<file path="config.mk">
export PLATFORM = sky130hd
export DESIGN_NAME = qau_fifo
export DESIGN_NICKNAME = d
export VERILOG_FILES = /design/src/hw/rtl/qau_fifo.sv
export SDC_FILE = /design/constraint.sdc
export NUM_CORES = 1
export LEC_CHECK = 0
export ABC_AREA = 1
export BUFFER_PORTS_ARGS = -buffer_cell sky130_fd_sc_hd__buf_2
export CORE_ASPECT_RATIO = 0.9
export CORE_MARGIN = 4
export CORE_UTILIZATION = 60
export DETAILED_ROUTE_END_ITERATION = 6
export PLACE_DENSITY_LB_ADDON = 0.05
export SLEW_MARGIN = 20
export SYNTH_ARGS = -nofsm -noshare
export SYNTH_HDL_FRONTEND = slang
export SYNTH_SLANG_ARGS = --single-unit
</file>
<file path="constraint.sdc">
create_clock -name clk -period 3.3 [get_ports clk]
set_clock_uncertainty 0.1 [all_clocks]
set_input_delay 0.33 -clock clk [delete_from_list [all_inputs] [get_ports clk]]
set_output_delay 0.33 -clock clk [all_outputs]
set_load 0.05 [all_outputs]
</file>
<file path="src/hw/rtl/qau_fifo.sv">
`default_nettype none
// ----------------------------------------------------------------------------
// Quaternion arithmetic unit queue
// A short first-in first-out queue between the front end and the datapath.
// ----------------------------------------------------------------------------
module qau_fifo #(
  parameter int WIDTH = 8,
  parameter int DEPTH = 4
) (
  input  wire logic             clk,
  input  wire logic             rst,
  input  wire logic             push,
  input  wire logic [WIDTH-1:0] push_data,
  output logic                  full,
  input  wire logic             pop,
  output logic                  empty,
  output logic [WIDTH-1:0]      head
);
  localparam int PW = $clog2(DEPTH);

  logic [WIDTH-1:0] mem [DEPTH];
  logic [PW-1:0]    wr_ptr;
  logic [PW-1:0]    rd_ptr;
  logic [PW:0]      count;
  logic             do_push;
  logic             do_pop;

  assign full    = count == (PW + 1)'(DEPTH);
  assign empty   = count == '0;
  assign head    = mem[rd_ptr];
  assign do_push = push && !full;
  assign do_pop  = pop && !empty;

  always_ff @(posedge clk) begin
    if (rst) begin
      wr_ptr <= '0;
      rd_ptr <= '0;
      count  <= '0;
    end else begin
      if (do_push) begin
        wr_ptr <= (wr_ptr == PW'(DEPTH - 1)) ? '0 : wr_ptr + 1'b1;
      end
      if (do_pop) begin
        rd_ptr <= (rd_ptr == PW'(DEPTH - 1)) ? '0 : rd_ptr + 1'b1;
      end
      if (do_push && !do_pop) begin
        count <= count + 1'b1;
      end else if (do_pop && !do_push) begin
        count <= count - 1'b1;
      end
    end
  end

  always_ff @(posedge clk) begin
    if (do_push) begin
      mem[wr_ptr] <= push_data;
    end
  end

endmodule
`default_nettype wire

</file>
==> impl_metrics.tcl <==
set metrics [dict create \
    status "finished, final reports clean" \
    numCtsBuffers 5 \
    antenna_found_initial 0 \
    crit_family "flip-flops" \
    min_period_ns 2.30 \
    cap_violations 0 \
    synthFlopType "edfxtp_1" \
    tightest_slew_ns 0.793 \
    startpoint_type "flip-flop" \
    r2r_slack_ns 1.32 \
    synth_most_common_cell "nor2_1" \
    synth_commonest_cells "33 x nor2_1, 32 x edfxtp_1, 17 x inv_1" \
    final_max_slew_viol_count 0 \
    finalWirelength_um 2770 \
    setup_viol 0 \
    synthTopCellsByArea "edfxtp_1 57%, dfxtp_1 11%, nor2_1 7.3%" \
    clockBufferDepth 2 \
    path_max_fanout 17 \
    holdWs_ns 0.0367 \
    clk_transition_reported_paths_ns 0.12 \
    gp_congestion 0.730 \
    setup-tns-final_ns 0 \
    leakagePower_nw 0.775 \
    grt_pass1_vias 1033 \
    coreArea_um2 2730 \
    syn_inst 147 \
    synth_seq_area_share 0.673 \
    synth_edf_count 32 \
    grt_setup_unrepaired "false" \
    routed_via_density 5.18 \
    path_class "flip-flop to primary output" \
    hold_depth 2 \
    drc 0 \
    drtPass1Iterations 4 \
    diodes 0 \
    die_w_um 64.1 \
    critPathMaxStageDelay_ns 0.71 \
    drive_gt1_frac 0.190 \
    cts_tree "yes" \
    peakVddDrop_uv 635 \
    nets 192 \
    fmax_mhz 434 \
    cp_cell_sequence "inv_2, o21ai_0, o22ai_1, buf_2" \
    wl_per_cell_um 13.0 \
    cts_root_buf "clkbuf_4" \
    reg2regPathDepth 9 \
    syn_area_um2 1700 \
    grt_max_degree 18 \
    critPathBufInv 2 \
    yosys.area.top_type_share 0.566 \
    io_pins 22 \
    grt_pass1_wl_um 4660 \
    cts_resized 0 \
    drt-initial-drc-count 54 \
    dp.final_hpwl_um 1960 \
    cts_hold_buffers 0 \
    ys_types 19 \
    cp_slowest_cell "dfxtp_1" \
    num_rows 18 \
    synth.ff_latch_count 41 \
    avgSynthCellArea_um2 11.5 \
    ant_nets 0 \
    grtUsageTotal 0.169 \
    grt_overflow_total 0 \
    min_period_over_period 0.698 \
    insertion_delay_ns 0.35 \
    die-height_um 58.4 \
    cp.depth 4 \
    finalHoldViolCount 0 \
    fin_area_um2 1910 \
    start_util 0.623 \
    cp-end-kind "primary output" \
    area_growth_pct 12.5 \
    placed_area_um2 1830 \
    p_per_area_nw_per_um2 887 \
    htree_num_levels 2 \
    cp.arrival_ns 1.87 \
    cts.sink_count 41 \
    vias 1108 \
    io_buffers 21 \
    max-slew-margin-rel 0.469 \
    die_area_um2 3740 \
    worstPathRequired_ns 2.87 \
    ys_async_sr_fraction 0 \
    synth_nets 166 \
    nFillCells 204 \
    hold_path.class "primary input to flip-flop" \
    yosysTopAreaCell "edfxtp_1" \
    yosysWarnings 0 \
    post_cts_buffers 0 \
]
cell usage in the layout (no fill, tap or decap):
master / count
nand2_2: 1
o22ai_1: 8
clkbuf_4: 5
o21ai_0: 13
inv_1: 17
a21oi_1: 2
buf_2: 21
o21ai_2: 3
fa_1: 1
ha_1: 6
xor2_1: 1
nand2_1: 13
bufinv_16: 1
dfxtp_1: 9
nand3_1: 1
clkinv_4: 1
nand3b_1: 2
nor2_1: 33
clkbuf_1: 1
inv_2: 1
edfxtp_1: 32
o21ai_1: 1
nand4_1: 1
worst paths after layout:
kind,from,end
setup reg to reg,count[1],count[1]
hold / removal,rst,count[0]
setup / recovery,flip-flop,head[3]
hold reg to reg,rd_ptr[1],flip-flop
flip-flops by register name (all words and copies together) (netlist names), named ones only:
signal / flops
count: 3
mem: 32
rd_ptr: 2
wr_ptr: 2
stage by stage:
step                power [mW]  cells  setup slack, ns   util
finish                    1.69    214            0.998  0.701
global route              1.80    214            0.875  0.701
CTS                       1.71    214            0.994  0.701
detailed placement        1.39    206             1.32  0.671
global placement          1.37    206             1.40  0.671
floorplan                 1.25    147             1.46      -
area by class of cell:
cell class	count	area, µm²	share of cell area
Clock inverter	2	38.8	0.0203
Tap cell	40	50.0	0.0262
Timing Repair Buffer	21	105	0.0550
Inverter	18	67.6	0.0354
Sequential cell	41	1140	0.598
Multi-Input combinational cell	86	465	0.244
Clock buffer	6	41.3	0.0216
power breakdown:
group,leakage (nW),total [mW],internal [mW],switching (mW)
Clock,0.0424,0.320,0.161,0.159
Combinational,0.365,0.668,0.174,0.494
Sequential,0.368,0.706,0.640,0.0658
Total,0.775,1.69,0.975,0.719
kinds of logic after synthesis:
logic type / count (synthesis) / synth area share
buf+inv: 20 / 0.0531
xor+xnor: 1 / 0.00516
fa+ha+maj: 7 / 0.0560
flops: 41 / 0.673
simple gates: 51 / 0.121
compound gates: 27 / 0.0922
metal layers:
layer / share of wire / wire length [µm] / vias up / track usage
met3: 0.085 / 236 / 3 / 0.0668
met5: 0 / 0 / - / 0
met2: 0.46 / 1290 / 40 / 0.268
met4: 0.010 / 29 / 0 / 0.0554
met1: 0.44 / 1220 / 515 / 0.214
li1: - / - / 550 / -
Power figures use the tool's default switching activity.
