### config.mk
export PLATFORM = sky130hd
export DESIGN_NAME = qau_front
export DESIGN_NICKNAME = d
export VERILOG_FILES = /design/src/hw/rtl/qau_pkg.sv /design/src/hw/rtl/qau_front.sv
export SDC_FILE = /design/constraint.sdc
export NUM_CORES = 1
export LEC_CHECK = 0
export BUFFER_PORTS_ARGS = -buffer_cell sky130_fd_sc_hd__buf_2
export CORE_MARGIN = 1.5
export CORE_UTILIZATION = 47
export CTS_CLUSTER_SIZE = 30
export DETAILED_ROUTE_END_ITERATION = 8
export GPL_ROUTABILITY_DRIVEN = 0
export GPL_TIMING_DRIVEN = 0
export HOLD_SLACK_MARGIN = 0.12
export PLACE_DENSITY = 0.8
export SYNTH_ARGS = -nofsm -noshare
export SYNTH_HDL_FRONTEND = slang
export SYNTH_SLANG_ARGS = --single-unit
### constraint.sdc
create_clock -name clk -period 10.19 [get_ports clk]
set_input_delay 0.5095 -clock clk [delete_from_list [all_inputs] [get_ports clk]]
set_output_delay 0.5095 -clock clk [all_outputs]
set_load 0.01 [all_outputs]
### src/hw/rtl/qau_pkg.sv
`default_nettype none
// ----------------------------------------------------------------------------
// Quaternion arithmetic unit package
// Command codes and fixed constants of the inverse square root iteration.
// ----------------------------------------------------------------------------
package qau_pkg;

  typedef enum logic [2:0] {
    CMD_MUL  = 3'd0,
    CMD_DIFF = 3'd1,
    CMD_LDIV = 3'd2,
    CMD_ROT  = 3'd3,
    CMD_IROT = 3'd4,
    CMD_NORM = 3'd5
  } cmd_t;

  localparam int          YFRAC = 30;
  localparam logic [31:0] Y_ONE = 32'h4000_0000;
  localparam logic [33:0] Y_THREE = 34'h0_C000_0000;

endpackage
`default_nettype wire

### src/hw/rtl/qau_front.sv
`default_nettype none
// ----------------------------------------------------------------------------
// Quaternion arithmetic unit front end
// Accepts items, applies the conjugations that each command asks for and
// hands the decoded operands to the queue.
// ----------------------------------------------------------------------------
module qau_front #(
  parameter int DW = 16,
  parameter int QW = 3 + 8 * (DW + 1)
) (
  input  wire logic                 clk,
  input  wire logic                 rst,
  input  wire logic                 item_valid,
  output logic                      item_stall,
  input  wire logic [2:0]           command,
  input  wire logic signed [DW-1:0] a_w,
  input  wire logic signed [DW-1:0] a_x,
  input  wire logic signed [DW-1:0] a_y,
  input  wire logic signed [DW-1:0] a_z,
  input  wire logic signed [DW-1:0] b_w,
  input  wire logic signed [DW-1:0] b_x,
  input  wire logic signed [DW-1:0] b_y,
  input  wire logic signed [DW-1:0] b_z,
  output logic                      push,
  input  wire logic                 full,
  output logic [QW-1:0]             push_data
);
  import qau_pkg::*;

  localparam int AW = DW + 1;

  logic          held;
  logic [QW-1:0] data;
  logic [QW-1:0] data_next;
  logic          conj_a;
  logic          conj_b;
  logic signed [AW-1:0] ax, ay, az, bx, by, bz;

  always_comb begin
    conj_a = cmd_t'(command) == CMD_LDIV;
    conj_b = cmd_t'(command) == CMD_DIFF;
    ax = conj_a ? -AW'(a_x) : AW'(a_x);
    ay = conj_a ? -AW'(a_y) : AW'(a_y);
    az = conj_a ? -AW'(a_z) : AW'(a_z);
    bx = conj_b ? -AW'(b_x) : AW'(b_x);
    by = conj_b ? -AW'(b_y) : AW'(b_y);
    bz = conj_b ? -AW'(b_z) : AW'(b_z);
    data_next = {command, AW'(a_w), ax, ay, az, AW'(b_w), bx, by, bz};
  end

  assign item_stall = held && full;
  assign push       = held;
  assign push_data  = data;

  always_ff @(posedge clk) begin
    if (rst) begin
      held <= 1'b0;
    end else if (!item_stall) begin
      held <= item_valid;
    end
  end

  always_ff @(posedge clk) begin
    if (!item_stall && item_valid) begin
      data <= data_next;
    end
  end

endmodule
`default_nettype wire

==> results of run 1 <==
[cells in the mapped netlist, types with 3 or more instances]
cell type,n,area share
nand2b_1,4,0.0041
nand3_1,5,0.0041
o41ai_1,7,0.010
nor4_1,7,0.0071
xor2_1,34,0.049
or4_4,3,0.0055
or3_1,3,0.0031
inv_1,14,0.0086
ha_1,6,0.012
clkbuf_1,8,0.0049
o31ai_1,17,0.021
nor2_1,33,0.020
a21oi_1,16,0.013
nor3_1,12,0.0098
o21ai_0,32,0.026
xnor2_1,50,0.072
edfxtp_1,137,0.67
nand2_1,24,0.015
a31oi_1,5,0.0051
[how the worst min path moves through the flow]
stage	start	end	slack (ns)	cells past startpoint
final	rst	push	0.25	2
after global routing	rst	push	0.24	2
after CTS	rst	push	0.23	2
after detailed placement	push	push	0.65	3
after global placement	push	push	0.60	3
after floorplan	rst	push	0.58	1
[metal layers]
metal | vias to the layer above | global-route usage
li1 | 2257 | -
met1 | 2284 | 0.273
met2 | 232 | 0.388
met3 | 48 | 0.0644
met4 | 0 | 0.0972
met5 | - | 0
[metrics by stage]
step           cell area, um2  setup slack (ns)  std cells  hold slack, ns  power [mW]
2_1_floorplan            6120              2.78        444           0.582       0.782
3_3_place_gp             7720             0.645        891           0.597       0.872
3_5_place_dp             7780              7.72        894           0.649       0.873
4_1_cts                  8390              8.04        926           0.233        1.50
5_1_grt                  8390              7.92        927           0.238        1.55
6_report                 8390              8.06        927           0.249        1.50
[layout make-up]
| type | instances | area (um2) |
|---|---|---|
| multi-input combinational | 280 | 1890 |
| clock inverter | 14 | 178 |
| clock buffer | 18 | 429 |
| tap | 172 | 215 |
| buffer | 12 | 52.6 |
| antenna | 1 | 2.50 |
| inverter | 14 | 52.6 |
| timing repair buffer | 278 | 1440 |
| fill | 938 | 4280 |
| sequential | 138 | 4130 |
[logic make-up (layout without fill, tap and decap cells)]
| group | Yosys count | count (layout) |
|---|---|---|
| AO/OA/AOI/OAI | 85 | 85 |
| other | 0 | 1 |
| adder cells (fa/ha/maj) | 6 | 6 |
| flip-flops | 138 | 138 |
| AND/OR/NAND/NOR | 105 | 105 |
| XOR/XNOR | 84 | 84 |
| buffers and inverters | 26 | 336 |
[sequential cells by signal (all words and copies together) (netlist names)]
register,count
push_data,137
push,1
[power by group]
group          switching [mW]  total, mW  internal, mW
registers             0.00912      0.684         0.675
logic                   0.103      0.177        0.0735
clock network           0.228      0.635         0.406
==> results by group, run 1 <==
Global route
  • Initial antenna violation count: 1
  • Largest net degree at the start of global routing: 39
  • Total grt overflow: 0
  • Gr usage total: 0.228
  • Vias in the first global route: 4670
  • First-pass GRT wire length: 23.4 mm

Critical path
  • Crit path launch: push
  • Arr. time, crit path: 2.23 ns
  • Worst path buffer plus inverter count: 2
  • Worst r2r path cells: 4
  • Cell family with most CP delay: simple AND/OR/NAND/NOR gates
  • CP startpoint kind: register
  • FF-to-FF Start: push
  • Cell breakdown of the critical path: and2_1 > nor2b_4 > buf_12 > buf_12
  • Delay of the slowest critical-path stage: 0.75 ns
  • Register-to-register setup slack: 8.06 ns
  • Stages on worst setup path: 4
  • Critical path class: register to register
  • CP required: 10.29 ns
  • Most Frequent Cell on Critical Path: buf_12
  • FF-to-FF End: push_data[132]
  • Slowest cell on crit path: nor2b_4
  • CP max FO: 36
  • Critical path destination: push_data[132]
  • Crit path capture type: register

Synthesis
  • Async SR Flop Fraction: 0
  • Syn avg cell area: 13.8 um2
  • EDFF count, synth: 137
  • Post-synthesis simple-gate area fraction: 0.0878
  • Post-Syn Nets: 585
  • Sequential share of the synthesized area: 0.675
  • Cells after Synth: 444
  • Post-synthesis compound-gate area fraction: 0.0876
  • Mapped Area: 0.00612 mm2
  • Largest family of logic cells by synthesized area: XOR/XNOR gates
  • Adder-cell share of the synthesized area: 0.0123
  • Ys flop type: edfxtp_1
  • Post-synthesis mux area share: 0
  • YS warnings: 0
  • Count of different cell masters after synthesis: 40
  • Seq cells post-synth: 138
  • Xor-xnor portion of the synthesized cell area: 0.120

Clock tree
  • Worst-skew pair later-pin latency: 0.41 ns
  • H-Tree Depth: 4
  • Clock buffer count from CTS: 17
  • Worst-path clk slew: 0.06 ns
  • Post_cts resized: 0
  • Sink Count: 138
  • Deepest clock path buffer count: 2
  • Hold_buf cts: 0
  • Root Buffer: clkbuf_16
  • CTS tree: yes
  • Setup Buffers After CTS: 0

Routing
  • Via density: 5.20
  • Met1 Routed Length: 6.12 mm
  • Metal3 WL: 1.18 mm
  • Top routing layer used: met4
  • DR vias: 4821
  • DRC viols: 0
  • Post-DR wirelength/cell: 17.1 um
  • Metal2 WL: 8.12 mm
  • Detailed router's first-iteration violation count: 334
  • Post-detailed-route count of antenna-violating nets: 0
  • Final wirelength: 15.9 mm
  • Drt pass-1 iters: 6

Flow run
  • Max Cap Viol: 0

Final layout
  • Core Util, Final: 0.662
  • Final net count: 882
  • Area delta synth->final: 37.0%
  • Commonest non-fill, non-tap cells in the layout: buf_2 (275), edfxtp_1 (137), xnor2_1 (50)
  • Share of cells above drive strength 1: 0.427
  • Commonest non-fill, non-tap cell in the layout: buf_2

Die
  • Die area: 0.0137 mm2
  • Core region area: 0.0127 mm2
  • Initial Utilization: 0.483
  • Die W: 117 um
  • Number of core rows: 41
  • Die H: 117 um
  • IO Pins: 276

STA
  • RSZ-0062 raised after global routing: no
  • Fmax: 470 MHz
  • Hold Vio Cnt, Final: 0
  • Max Slew Vio Count: 0
  • Max_slew headroom: 0.372
  • Least-Margin Pin Slew: 0.940 ns
  • Tmin final: 2.13 ns
  • Clock skew: 0.00558 ns
  • Final setup TNS: 0 ns
  • Final period util: 0.209
  • Setup violators final: 0

Power
  • Power per cell area: 178 mW/mm2
  • Pleak: 3.47 nW
  • Maximum vdd drop: 0.0851 mV

Worst hold path
  • Hold Crit Class: primary input to register

Placement
  • Dpl hpwl: 12.1 mm
  • I/O Buffers: 275

Status
  • Outcome: completed
Power figures use the tool's default switching activity.
==> run 2: changes to the inputs <==
--- a/config.mk
+++ b/config.mk
@@ -7,13 +7,13 @@
 export LEC_CHECK = 0
 export BUFFER_PORTS_ARGS = -buffer_cell sky130_fd_sc_hd__buf_2
 export CORE_MARGIN = 1.5
-export CORE_UTILIZATION = 47
+export CORE_UTILIZATION = 43
 export CTS_CLUSTER_SIZE = 30
 export DETAILED_ROUTE_END_ITERATION = 8
 export GPL_ROUTABILITY_DRIVEN = 0
 export GPL_TIMING_DRIVEN = 0
 export HOLD_SLACK_MARGIN = 0.12
-export PLACE_DENSITY = 0.8
+export PLACE_DENSITY = 0.77
 export SYNTH_ARGS = -nofsm -noshare
 export SYNTH_HDL_FRONTEND = slang
 export SYNTH_SLANG_ARGS = --single-unit
==> constraint.sdc (replaced) <==
create_clock -name clk -period 1.95 [get_ports clk]
set_input_delay 0.0975 -clock clk [delete_from_list [all_inputs] [get_ports clk]]
set_output_delay 0.0975 -clock clk [all_outputs]
set_load 0.01 [all_outputs]
==> results by group, run 2 (synthesis gave the netlist of run 1 again) <==
Worst hold path
  • Hold Path End: push_data[3]
  • WHS Path Cells: 3
  • Hold_sp: b_z[1]
  • Hold Crit Class: primary input to register

STA
  • Fmax: 520 MHz
  • Final period util: 0.986
  • RSZ-0062 raised after global routing: no
  • Final setup TNS: 0 ns
  • Max Slew Vio Count: 0
  • Max_slew headroom: 0.529
  • Least-Margin Pin Slew: 0.700 ns
  • Slack of the critical path: 0.0276 ns
  • Hold WS: 0.132 ns
  • Clock skew: 0.0119 ns
  • Tmin final: 1.92 ns
  • Hold Vio Cnt, Final: 0
  • Setup violators final: 0

Die
  • Number of core rows: 43
  • Die H: 122 um
  • Die area: 0.0150 mm2
  • IO Pins: 276
  • Die W: 122 um
  • Core region area: 0.0139 mm2
  • Initial Utilization: 0.441

Placement
  • Placed Instances: 903
  • Pre-CTS WS: -0.149 ns
  • I/O Buffers: 275
  • DP Area: 0.00782 mm2
  • Dpl hpwl: 12.1 mm

Clock tree
  • H-Tree Depth: 4
  • CTS tree: yes
  • Worst-path clk slew: 0.06 ns
  • Deepest clock path buffer count: 2
  • Root Buffer: clkbuf_16
  • Worst-skew pair later-pin latency: 0.42 ns
  • Sink Count: 138
  • Setup Buffers After CTS: 0
  • Clock buffer count from CTS: 17

Critical path
  • Worst r2r path cells: 4
  • Arr. time, crit path: 2.08 ns
  • CP required: 2.11 ns
  • Critical path class: primary input to register
  • FF-to-FF End: push_data[109]
  • CP startpoint kind: primary input
  • Register-to-register setup slack: 0.21 ns
  • Crit path capture type: register
  • FF-to-FF Start: push
  • CP max FO: 3

Power
  • Pleak: 4.04 nW
  • Maximum vdd drop: 0.473 mV
  • Power per cell area: 822 mW/mm2
  • Total power: 8.04 mW

Flow run
  • Max Cap Viol: 0

Routing
  • DRC viols: 0
  • Detailed router's first-iteration violation count: 400
  • Final wirelength: 19.2 mm
  • DR vias: 5573
  • Via density: 5.21
  • Post-detailed-route count of antenna-violating nets: 0
  • Drt pass-1 iters: 5
  • Post-DR wirelength/cell: 18.0 um

Final layout
  • Post-Layout Cell Count: 1069
  • Area of the multi-input gates: 0.00192 mm2
  • Core Util, Final: 0.705
  • Commonest non-fill, non-tap cell in the layout: buf_2
  • Commonest non-fill, non-tap cells in the layout: buf_2 (275), edfxtp_1 (137), dlygate4sd3_1 (133)
  • Final net count: 1016
  • Fillers: 910
  • Post-route cell area: 0.00978 mm2
  • Area delta synth->final: 59.7%
  • Number of flip-flops in the largest register: 137
  • Register area: 0.00414 mm2
  • Share of cells above drive strength 1: 0.374

Global route
  • Vias in the first global route: 5588
  • Initial antenna violation count: 1
  • First-pass GRT wire length: 28.0 mm
  • Gr usage total: 0.249
  • Total grt overflow: 0
  • Largest net degree at the start of global routing: 37

Status
  • Outcome: completed
-- run 2: critical path: stages --
cell	delay, ns
dlygate4sd3_1	0.56
buf_2	0.15
or4_1	0.53
or3_4	0.37
o31ai_1	0.26
o21ai_0	0.11
-- run 2: worst max-delay path by stage --
stage	from	end
2_1_floorplan	push	push_data[0]
3_3_place_gp	push	push_data[113]
3_5_place_dp	command[1]	push_data[9]
4_1_cts	b_x[4]	push_data[48]
5_1_grt	a_z[11]	push_data[84]
6_report	a_x[11]	push_data[118]
-- run 2: what timing repair did --
action / in CTS / in global routing
setup endpoints to repair: 0 / 13
hold buffers: 133 / 0
gates resized for setup: 0 / 6
endpoints found under the hold margin: 137 / 0
-- run 2: routing by layer --
layer	track usage	vias to the layer above	wire, um
met5	0	-	0
met3	0.0576	61	1410
met4	0.141	0	794
met2	0.451	306	10200
li1	-	2529	-
met1	0.265	2677	6800
-- run 2: power by group --
| part | internal [mW] | total [mW] | switching, mW |
|---|---|---|---|
| combinational | 0.567 | 1.17 | 0.608 |
| sequential | 3.53 | 3.59 | 0.0575 |
| clock | 2.01 | 3.28 | 1.27 |
| total | 6.10 | 8.04 | 1.93 |
-- run 2: area by class of cell --
class / count / share of cell area
Clock inverter: 15 / 0.0178
Inverter: 14 / 0.00537
Buffer: 12 / 0.00537
Clock buffer: 17 / 0.0435
Antenna cell: 1 / 0.000256
Multi-Input combinational cell: 280 / 0.197
Sequential cell: 138 / 0.423
Timing Repair Buffer: 412 / 0.285
Tap cell: 180 / 0.0230
==> run 3: changes to the inputs <==
--- a/config.mk
+++ b/config.mk
@@ -14,6 +14,7 @@
 export GPL_TIMING_DRIVEN = 0
 export HOLD_SLACK_MARGIN = 0.12
 export PLACE_DENSITY = 0.77
+export RECOVER_POWER = 100
 export SYNTH_ARGS = -nofsm -noshare
 export SYNTH_HDL_FRONTEND = slang
 export SYNTH_SLANG_ARGS = --single-unit
==> results by group, run 3 (synthesis gave the netlist of run 1 again) <==
Flow run
  • Max Cap Viol: 0

Final layout
  • Commonest non-fill, non-tap cells in the layout: clkbuf_1 (173), edfxtp_1 (137), dlygate4sd3_1 (133)
  • Area delta synth->final: 56.1%
  • Post-route cell area: 0.00956 mm2
  • Final net count: 1016
  • Commonest non-fill, non-tap cell in the layout: clkbuf_1
  • Share of cells above drive strength 1: 0.187
  • Number of flip-flops in the largest register: 137
  • Core Util, Final: 0.689
  • Post-Layout Cell Count: 1069

Status
  • Outcome: completed

Clock tree
  • Clock buffer count from CTS: 17
  • Root Buffer: clkbuf_16
  • H-Tree Depth: 4
  • CTS tree: yes
  • Worst-path clk slew: 0.06 ns
  • Sink Count: 138
  • Worst-skew pair later-pin latency: 0.42 ns
  • Setup Buffers After CTS: 0
  • Deepest clock path buffer count: 2

STA
  • Hold WS: 0.129 ns
  • Max Slew Vio Count: 0
  • RSZ-0062 raised after global routing: no
  • Setup violators final: 0
  • Tmin final: 1.91 ns
  • Least-Margin Pin Slew: 0.696 ns
  • Fmax: 523 MHz
  • Final period util: 0.981
  • Hold Vio Cnt, Final: 0
  • Slack of the critical path: 0.0379 ns
  • Final setup TNS: 0 ns
  • Max_slew headroom: 0.532
  • Clock skew: 0.0114 ns

Global route
  • Gr usage total: 0.249
  • Vias in the first global route: 5588
  • Largest net degree at the start of global routing: 37
  • First-pass GRT wire length: 28.0 mm
  • Met1 usage: 0.265
  • M3 GR Usage: 0.0576
  • Most used routing layer: met2
  • Total grt overflow: 0
  • Met2 track demand over resource: 0.451
  • Initial antenna violation count: 1

Critical path
  • Arr. time, crit path: 2.08 ns
  • Critical path class: primary input to register
  • FF-to-FF Start: push
  • CP startpoint kind: primary input
  • Cell breakdown of the critical path: dlygate4sd3_1 > clkbuf_2 > or4_1 > or3_4 > o31ai_1 > o21ai_0
  • Crit path launch: a_x[11]
  • Delay of the slowest critical-path stage: 0.56 ns
  • CP required: 2.11 ns
  • Worst r2r path cells: 4
  • Register-to-register setup slack: 0.12 ns
  • FF-to-FF End: push_data[28]
  • Slowest cell on crit path: dlygate4sd3_1
  • Crit path capture type: register
  • CP max FO: 3

Die
  • Number of core rows: 43
  • Die W: 122 um
  • Die area: 0.0150 mm2
  • Initial Utilization: 0.441
  • Die H: 122 um
  • IO Pins: 276
  • Core region area: 0.0139 mm2

Routing
  • DR vias: 5560
  • Final wirelength: 19.2 mm
  • DRC viols: 0
  • Post-detailed-route count of antenna-violating nets: 0
  • Post-DR wirelength/cell: 18.0 um
  • Via density: 5.20
  • Drt pass-1 iters: 5
  • Detailed router's first-iteration violation count: 415

Power
  • Maximum vdd drop: 0.477 mV
  • Power per cell area: 834 mW/mm2
  • Pleak: 3.58 nW
  • Total power: 7.97 mW

Worst hold path
  • Hold Crit Class: primary input to register
  • Hold_sp: b_z[1]
  • WHS Path Cells: 3
  • Hold Path End: push_data[3]

Placement
  • Dpl hpwl: 12.1 mm
  • DP Area: 0.00782 mm2
  • Pre-CTS WS: -0.149 ns
  • I/O Buffers: 275
  • Placed Instances: 903
[run 3: worst max path at each step]
stage                      to  cells past startpoint  slack, ns
3_3_place_gp   push_data[113]                      2      -1.58
5_1_grt        push_data[118]                      6      0.009
2_1_floorplan    push_data[0]                      2      -0.98
3_5_place_dp     push_data[9]                      5      -0.15
6_report       push_data[118]                      6       0.04
4_1_cts         push_data[48]                      6       0.07
[run 3: routing by layer]
| metal | part of all wire | vias to the layer above |
|---|---|---|
| met3 | 0.077 | 66 |
| met2 | 0.53 | 311 |
| li1 | - | 2527 |
| met1 | 0.35 | 2656 |
| met5 | 0 | - |
| met4 | 0.043 | 0 |
[run 3: final cells by class]
| cell class | count | area, um2 |
|---|---|---|
| well taps | 180 | 225 |
| clock inverters | 15 | 174 |
| plain buffers | 12 | 52.6 |
| clock buffers | 17 | 425 |
| diodes | 1 | 2.50 |
| fillers | 1013 | 4320 |
| multi-input cells | 280 | 1920 |
| flip-flops and latches | 138 | 4130 |
| repair buffers | 412 | 2570 |
| inverters | 14 | 52.6 |
[run 3: worst max-delay path, delay by kind of cell]
kind,cells,cell delay [ns]
AO/OA/AOI/OAI,2,0.36
AND/OR/NAND/NOR,2,0.91
buffers and inverters,2,0.70
[run 3: repair_timing]
| item | in CTS | in global routing |
|---|---|---|
| hold buffers | 133 | 0 |
| setup endpoints to repair | 0 | 13 |
| hold endpoints to repair | 137 | 0 |
| gates resized for setup | 0 | 6 |
[run 3: report_power, final]
part | internal, mW | switching (mW)
clock network | 2.01 | 1.26
registers | 3.53 | 0.0635
logic | 0.503 | 0.608
total | 6.04 | 1.93
